File: src/hkp_pkg.sv
// hkp_pkg: types, scan-code constants and the key decoder of the hex key entry packer
// no dependencies; used by every module under src

package hkp_pkg;

    // set-1 make codes
    localparam logic [7:0] SC_DIGIT_BASE = 8'h01;
    localparam logic [7:0] SC_ONE        = 8'h02;
    localparam logic [7:0] SC_NINE       = 8'h0A;
    localparam logic [7:0] SC_ZERO       = 8'h0B;
    localparam logic [7:0] SC_KEY_A      = 8'h1E;
    localparam logic [7:0] SC_KEY_B      = 8'h30;
    localparam logic [7:0] SC_KEY_C      = 8'h2E;
    localparam logic [7:0] SC_KEY_D      = 8'h20;
    localparam logic [7:0] SC_KEY_E      = 8'h12;
    localparam logic [7:0] SC_KEY_F      = 8'h21;
    localparam logic [7:0] SC_ENTER      = 8'h1C;

    localparam int STORE_DEPTH = 16;
    localparam int NIBBLE_W    = 4;
    localparam int VALUE_W     = STORE_DEPTH * NIBBLE_W;
    localparam int SLOT_W      = 4;
    localparam int COUNT_W     = 5;
    localparam int SCAN_W      = 8;
    localparam int RESULT_W    = VALUE_W + SLOT_W + COUNT_W;
    localparam int OUT_DATA_W  = ((RESULT_W + 7) / 8) * 8;

    typedef struct packed {
        logic                is_digit;
        logic                is_enter;
        logic [NIBBLE_W-1:0] digit;
    } hkp_event_t;

    typedef struct packed {
        logic [COUNT_W-1:0] digit_count;
        logic [SLOT_W-1:0]  slot_index;
        logic [VALUE_W-1:0] packed_value;
    } hkp_result_t;

    function automatic hkp_event_t decode_key(input logic ready, input logic [7:0] code);
        hkp_event_t ev;
        ev = '0;
        if (ready) begin
            if (code inside {[SC_ONE:SC_NINE]}) begin
                ev.is_digit = 1'b1;
                ev.digit    = 4'(code - SC_DIGIT_BASE);
            end
            else begin
                case (code)
                    SC_ZERO:  begin ev.is_digit = 1'b1; ev.digit = 4'h0; end
                    SC_KEY_A: begin ev.is_digit = 1'b1; ev.digit = 4'hA; end
                    SC_KEY_B: begin ev.is_digit = 1'b1; ev.digit = 4'hB; end
                    SC_KEY_C: begin ev.is_digit = 1'b1; ev.digit = 4'hC; end
                    SC_KEY_D: begin ev.is_digit = 1'b1; ev.digit = 4'hD; end
                    SC_KEY_E: begin ev.is_digit = 1'b1; ev.digit = 4'hE; end
                    SC_KEY_F: begin ev.is_digit = 1'b1; ev.digit = 4'hF; end
                    SC_ENTER: ev.is_enter = 1'b1;
                    default:  ev = '0;
                endcase
            end
        end
        return ev;
    endfunction

endpackage

File: src/hex_key_entry_packer.sv
// hex_key_entry_packer: top level, hex digit entry from set-1 scan codes packed on enter
// depends on hkp_pkg, hkp_input_stage, hkp_entry_core, hkp_result_stage
//
// channel   direction  tdata                                           tuser
// s_axis    in         [7:0] scan_code                                  [0] data_ready
// m_axis    out        [63:0] packed_value, [67:64] slot_index,         none
//                      [72:68] digit_count, [79:73] zero
//
// one event a cycle unless stalled; an enter's result passes input and result registers
// the input register feeds the digit store and counters directly, so a digit or an
// ignored code never waits, and only enter waits for a free result register
// reset clears the valid flags, the digit count and the slot counter; the digit store
// needs no clearing since nibbles at or above the count are masked when packing
// a stalled output holds its result, and the next enter then stalls the input

module hex_key_entry_packer
#(
    parameter int MAX_SLOT   = 15,
    parameter int MAX_DIGITS = 16
)
(
    input  logic                           clk,
    input  logic                           rst_n,
    input  logic                           s_axis_tvalid,
    output logic                           s_axis_tready,
    input  logic [7:0]                     s_axis_tdata,   // [7:0] scan_code
    input  logic                           s_axis_tuser,   // [0] data_ready
    output logic                           m_axis_tvalid,
    input  logic                           m_axis_tready,
    output logic [hkp_pkg::OUT_DATA_W-1:0] m_axis_tdata    // packed_value, slot_index,
                                                           // digit_count, zero fill
);

    hkp_pkg::hkp_event_t  evt;
    hkp_pkg::hkp_result_t result;
    logic                 fire;
    logic                 held;
    logic                 out_free;
    logic                 res_load;

    // decoded event from the input register
    hkp_input_stage u_input
    (
        .clk           (clk),
        .rst_n         (rst_n),
        .s_axis_tvalid (s_axis_tvalid),
        .s_axis_tready (s_axis_tready),
        .s_axis_tdata  (s_axis_tdata),
        .s_axis_tuser  (s_axis_tuser),
        .out_free      (out_free),
        .evt           (evt),
        .held          (held),
        .fire          (fire)
    );

    // digit store, counters and packing
    hkp_entry_core
    #(
        .MAX_SLOT   (MAX_SLOT),
        .MAX_DIGITS (MAX_DIGITS)
    )
    u_core
    (
        .clk    (clk),
        .rst_n  (rst_n),
        .evt    (evt),
        .fire   (fire),
        .result (result)
    );

    // only an enter that leaves the input register makes a result
    assign res_load = fire && evt.is_enter;

    hkp_result_stage u_result
    (
        .clk           (clk),
        .rst_n         (rst_n),
        .load          (res_load),
        .result        (result),
        .out_free      (out_free),
        .m_axis_tvalid (m_axis_tvalid),
        .m_axis_tready (m_axis_tready),
        .m_axis_tdata  (m_axis_tdata)
    );

`ifndef ASSERT_OFF
    // a result is never loaded over one that has not been transferred
    a_load_free: assert property (@(posedge clk) disable iff (!rst_n)
        res_load |-> (!m_axis_tvalid || m_axis_tready))
        else $error("result loaded over a pending transfer");

    // input stalls only for an enter waiting on a busy output
    a_stall_cause: assert property (@(posedge clk) disable iff (!rst_n)
        !s_axis_tready |-> (held && evt.is_enter && !out_free))
        else $error("input stalled without a waiting enter");

    // a loaded result is offered on the next cycle
    a_load_shows: assert property (@(posedge clk) disable iff (!rst_n)
        res_load |=> m_axis_tvalid)
        else $error("loaded result not offered");

    // an offered digit count never exceeds the store size
    a_count_range: assert property (@(posedge clk) disable iff (!rst_n)
        m_axis_tvalid |-> (m_axis_tdata[72:68] <= 5'd16))
        else $error("digit count out of range");
`endif

endmodule

File: src/hkp_input_stage.sv
// hkp_input_stage: input register and key decode of the hex key entry packer
// depends on hkp_pkg

module hkp_input_stage
(
    input  logic                      clk,
    input  logic                      rst_n,
    input  logic                      s_axis_tvalid,
    output logic                      s_axis_tready,
    input  logic [hkp_pkg::SCAN_W-1:0] s_axis_tdata,
    input  logic                      s_axis_tuser,
    input  logic                      out_free,
    output hkp_pkg::hkp_event_t       evt,
    output logic                      held,
    output logic                      fire
);

    logic                       valid_reg;
    logic                       valid_next;
    logic                       ready_reg;
    logic [hkp_pkg::SCAN_W-1:0] code_reg;
    logic                       take;

    assign evt  = hkp_pkg::decode_key(ready_reg, code_reg);
    assign held = valid_reg;
    // enter needs a free result register, everything else passes at once
    assign fire = valid_reg && (!evt.is_enter || out_free);
    assign s_axis_tready = !valid_reg || fire;
    assign take = s_axis_tvalid && s_axis_tready;

    always_comb
    begin
        if (take)
        begin
            valid_next = 1'b1;
        end
        else if (fire)
        begin
            valid_next = 1'b0;
        end
        else
        begin
            valid_next = valid_reg;
        end
    end

    always_ff @(posedge clk or negedge rst_n)
    begin
        if (!rst_n)
        begin
            valid_reg <= 1'b0;
        end
        else
        begin
            valid_reg <= valid_next;
        end
    end

    always_ff @(posedge clk)
    begin
        if (take)
        begin
            ready_reg <= s_axis_tuser;
            code_reg  <= s_axis_tdata;
        end
    end

endmodule

File: src/hkp_entry_core.sv
// hkp_entry_core: digit shift store, digit and slot counters, nibble packing
// depends on hkp_pkg

module hkp_entry_core
#(
    parameter int MAX_SLOT   = 15,
    parameter int MAX_DIGITS = 16
)
(
    input  logic                 clk,
    input  logic                 rst_n,
    input  hkp_pkg::hkp_event_t  evt,
    input  logic                 fire,
    output hkp_pkg::hkp_result_t result
);

    localparam logic [hkp_pkg::COUNT_W-1:0] MAX_D = hkp_pkg::COUNT_W'(MAX_DIGITS);
    localparam logic [7:0]                  MAX_S = 8'(MAX_SLOT);

    logic [hkp_pkg::VALUE_W-1:0] store_reg;
    logic [hkp_pkg::COUNT_W-1:0] count_reg;
    logic [hkp_pkg::COUNT_W-1:0] count_next;
    logic [hkp_pkg::SLOT_W-1:0]  slot_reg;
    logic [hkp_pkg::SLOT_W-1:0]  slot_next;
    logic [hkp_pkg::SLOT_W-1:0]  slot_base;
    logic [hkp_pkg::VALUE_W-1:0] packed_value;

    // newest digit sits in nibble 0; nibbles at or above the count are masked
    always_comb
    begin
        for (int i = 0; i < hkp_pkg::STORE_DEPTH; i++)
        begin
            if (hkp_pkg::COUNT_W'(i) < count_reg)
            begin
                packed_value[i*hkp_pkg::NIBBLE_W +: hkp_pkg::NIBBLE_W] =
                    store_reg[i*hkp_pkg::NIBBLE_W +: hkp_pkg::NIBBLE_W];
            end
            else
            begin
                packed_value[i*hkp_pkg::NIBBLE_W +: hkp_pkg::NIBBLE_W] = '0;
            end
        end
    end

    assign result.packed_value = packed_value;
    assign result.slot_index   = slot_reg;
    assign result.digit_count  = count_reg;

    assign slot_base = ({4'b0, slot_reg} == MAX_S) ? '0 : slot_reg;

    always_comb
    begin
        count_next = count_reg;
        slot_next  = slot_reg;
        if (fire && evt.is_digit)
        begin
            // full store wraps and starts again with this digit
            count_next = (count_reg >= MAX_D) ? hkp_pkg::COUNT_W'(1) : count_reg + 1'b1;
        end
        else if (fire && evt.is_enter)
        begin
            count_next = '0;
            slot_next  = slot_base + 1'b1;
        end
    end

    always_ff @(posedge clk or negedge rst_n)
    begin
        if (!rst_n)
        begin
            count_reg <= '0;
            slot_reg  <= '0;
        end
        else
        begin
            count_reg <= count_next;
            slot_reg  <= slot_next;
        end
    end

    always_ff @(posedge clk)
    begin
        if (fire && evt.is_digit)
        begin
            store_reg <= {store_reg[hkp_pkg::VALUE_W-hkp_pkg::NIBBLE_W-1:0], evt.digit};
        end
    end

endmodule

File: src/hkp_result_stage.sv
// hkp_result_stage: output register of the hex key entry packer
// depends on hkp_pkg

module hkp_result_stage
(
    input  logic                            clk,
    input  logic                            rst_n,
    input  logic                            load,
    input  hkp_pkg::hkp_result_t            result,
    output logic                            out_free,
    output logic                            m_axis_tvalid,
    input  logic                            m_axis_tready,
    output logic [hkp_pkg::OUT_DATA_W-1:0]  m_axis_tdata
);

    logic                                 valid_reg;
    logic                                 valid_next;
    logic [hkp_pkg::RESULT_W-1:0]         data_reg;

    assign out_free      = !valid_reg || m_axis_tready;
    assign m_axis_tvalid = valid_reg;
    assign m_axis_tdata  = {{(hkp_pkg::OUT_DATA_W - hkp_pkg::RESULT_W){1'b0}}, data_reg};

    always_comb
    begin
        if (load)
        begin
            valid_next = 1'b1;
        end
        else if (m_axis_tready)
        begin
            valid_next = 1'b0;
        end
        else
        begin
            valid_next = valid_reg;
        end
    end

    always_ff @(posedge clk or negedge rst_n)
    begin
        if (!rst_n)
        begin
            valid_reg <= 1'b0;
        end
        else
        begin
            valid_reg <= valid_next;
        end
    end

    always_ff @(posedge clk)
    begin
        if (load)
        begin
            data_reg <= result;
        end
    end

endmodule
File: config.mk
export PLATFORM = sky130hd
export DESIGN_NAME = hex_key_entry_packer
export DESIGN_NICKNAME = d
export VERILOG_FILES = /design/src/hkp_pkg.sv /design/src/hex_key_entry_packer.sv /design/src/hkp_input_stage.sv /design/src/hkp_entry_core.sv /design/src/hkp_result_stage.sv
export SDC_FILE = /design/constraint.sdc
export NUM_CORES = 1
export LEC_CHECK = 0
export ABC_AREA = 1
export BUFFER_PORTS_ARGS = -buffer_cell sky130_fd_sc_hd__buf_2
export CAP_MARGIN = 10
export CORE_ASPECT_RATIO = 0.8
export CORE_MARGIN = 1
export CORE_UTILIZATION = 55
export CTS_CLUSTER_SIZE = 16
export DETAILED_ROUTE_END_ITERATION = 12
export GPL_TIMING_DRIVEN = 0
export PLACE_DENSITY = 0.81
export SYNTH_ARGS = -nofsm -noshare
export SYNTH_HDL_FRONTEND = slang
export SYNTH_SLANG_ARGS = --single-unit
File: constraint.sdc
create_clock -name clk -period 2.8 [get_ports clk]
set_clock_uncertainty 0.05 [all_clocks]
set_input_delay 0.28 -clock clk [delete_from_list [all_inputs] [get_ports clk]]
set_output_delay 0.28 -clock clk [all_outputs]
set_load 0.01 [all_outputs]
==> flow_summary.json <==
{
  "fp.dieH_um": 95.5,
  "drive_above_1_share_pct": 23.8,
  "synthesis.instances": 461,
  "largest_reg_flops": 73,
  "crit_fanout": 65,
  "maxSlewHeadroom_pct": 38.3,
  "min_path_type": "input port to flip-flop",
  "synth_area_per_cell_um2": 13.0,
  "fin_area_um2": 7380,
  "p_int_uw": 4160,
  "p_comb_share_pct": 3.8,
  "cts_tree": "yes",
  "cp-end-kind": "flip-flop",
  "via_per_inst": 4.96,
  "required_ns": 2.81,
  "setup_viol": 0,
  "p_leak_uw": 0.00301,
  "timing.hold.ws_ns": 0.0242,
  "postRouteWirelength_mm": 10.5,
  "wl_per_cell_um": 14.3,
  "finalHoldViolations": 0,
  "numCtsBuffers": 17,
  "postCtsSetupRepairBufs": 0,
  "max_cap_viol_count": 0,
  "powerDensity_nw_per_um2": 699,
  "p_clk_share_pct": 45.6,
  "layout_commonest_cell": "edfxtp_1",
  "cts-root-buf": "clkbuf_16",
  "grt_pass1_wl_mm": 16.6,
  "io_pins": 95,
  "path_clk_slew_ns": 0.06,
  "die_w_um": 119,
  "seqPwrFrac_pct": 50.6,
  "dieArea_um2": 11400,
  "fin_crit_sh_pct": 92.8,
  "swShare_pct": 19.5,
  "worst_pin_slew_ns": 0.925,
  "fin_util_pct": 70.7,
  "yosysSeqAreaShare_pct": 77.5,
  "place_hpwl_mm": 6.58,
  "vdd_drop_max_mv": 0.450,
  "clk_latency_ns": 0.41,
  "dr.first_iter.drc_count": 219,
  "port_buffers": 87,
  "grt_max_degree": 79,
  "grt.overflow.total": 0,
  "area_growth_pct": 22.7,
  "synthTopCellsByArea": "edfxtp_1 (73%), inv_1 (5.7%), nor2_1 (4.6%)",
  "yosys.area.top_type_share_pct": 72.9,
  "first_global_vias": 3389,
  "min_period_ns": 2.60,
  "ant_nets": 0,
  "start_util_pct": 57.6,
  "synth_area_um2": 6020,
  "num_antenna_cells": 0,
  "final_nets": 603,
  "ys_ff_latch": 157,
  "antenna_found_initial": 0,
  "clock-sinks": 157,
  "vias": 3659,
  "synth_top_area_cell": "edfxtp_1",
  "p_sw_uw": 1010,
  "startpoint_type": "flip-flop",
  "htree_levels": 4,
  "first_pass_iters": 5,
  "synth_warnings": 0,
  "clock_path_buffers": 2,
  "rows": 33,
  "drc": 0,
  "tns_ns": 0,
  "status": "completed",
  "arrival_ns": 2.60,
  "path_class": "flip-flop to flip-flop",
  "maxSlewViolCount": 0,
  "final_cell_mix": "edfxtp_1 (146), inv_1 (92), buf_2 (89), nor2_1 (74), nand2_1 (58)",
  "placed_area_um2": 6650,
  "coreArea_um2": 10400,
  "ys_types": 29,
  "timing.fmax_ghz": 0.385,
  "grt_usage_pct": 19.9,
  "place.gp.congestion": 0.886
}
[critical path: stages, from the launching register on]
cell      delay, ns
edfxtp_1       0.45
inv_1          0.16
ha_1           0.25
nand2_1        0.13
nor2_1         0.19
nand2_1        0.12
nand3_1        0.11
nor2_1         0.05
nand2_2        0.12
nand2_2        0.08
buf_6          0.15
inv_8          0.32
[cells in the mapped netlist]
cell type / count
a21boi_0: 1
a21oi_1: 8
a31oi_1: 1
a41oi_1: 1
and2_1: 1
buf_2: 2
buf_4: 7
buf_6: 1
conb_1: 1
dfrtp_1: 11
edfxtp_1: 146
ha_1: 6
inv_1: 92
inv_2: 2
inv_4: 1
nand2_1: 58
nand2_2: 6
nand3_1: 17
nand4_1: 5
nor2_1: 74
nor2_2: 6
nor2_4: 1
nor3_1: 1
nor4_1: 1
o21ai_0: 7
o21ai_1: 1
o21ai_2: 1
xnor2_1: 1
xor2_1: 1
[metrics by stage]
stage | setup slack [ns] | instances | power (uW)
3_3_place_gp | -0.0845 | 694 | 2830
4_1_cts | 0.0256 | 737 | 5190
6_report | 0.202 | 737 | 5160
3_5_place_dp | 0.0807 | 694 | 2840
2_1_floorplan | 0.355 | 467 | 2780
5_1_grt | -0.00224 | 737 | 5310
[worst paths after layout]
| kind | depth (start not counted) | slack [ns] | end | start |
|---|---|---|---|---|
| worst max-delay path | 11 | 0.20 | u_core.store_reg[6] | u_input.code_reg[0] |
| worst min-delay path | 3 | 0.02 | u_input.held | s_axis_tvalid |
| worst max register to register | 11 | 0.20 | u_core.store_reg[6] | u_input.code_reg[0] |
| worst min register to register | 0 | 0.39 | u_core.store_reg[22] | u_core.store_reg[18] |
| max in group asynchronous | 2 | 2.24 | u_core.count_reg[2] | rst_n |
| min in group asynchronous | 2 | 0.24 | u_result.m_axis_tvalid | rst_n |
[layout make-up]
cell class                 count  area [um2]
multi-input combinational    205         946
buffer                        10        73.8
clock buffer                  26         509
timing repair buffer          98         546
fill                         700        3060
tap                          140         175
inverter                      95         367
sequential                   157        4660
clock inverter                 6         108
[metal layers]
layer  vias up  routed length (um)  GRT usage, %
met2       176                5190          33.3
met3        21                 694          4.37
met5         -                   0             0
li1       1739                   -             -
met1      1723                4430          24.7
met4         0                 207          10.8
[logic make-up after synthesis]
kind of cell               synth area share (%)
and+or+nand+nor                            11.9
DFF                                        77.5
buffers and inverters                      7.20
AOI/OAI and AO/OA                          1.85
adders and majority gates                  1.25
xor gates and xnor gates                  0.291
other                                    0.0623
[power by group through the flow]
stage | registers (uW) | clock network (uW) | logic [uW]
global route | 2620 | 2470 | 225
detailed placement | 2660 | 0 | 179
global placement | 2660 | 0 | 170
CTS | 2610 | 2380 | 196
finish | 2610 | 2350 | 197
floorplan | 2650 | 0 | 130
[what timing repair did]
| item | CTS | global route |
|---|---|---|
| resized for setup | 0 | 2 |
| setup endpoints to repair | 0 | 65 |
| hold endpoints to repair | 21 | 0 |
| hold buffers | 11 | 0 |
Power figures use the tool's default switching activity.
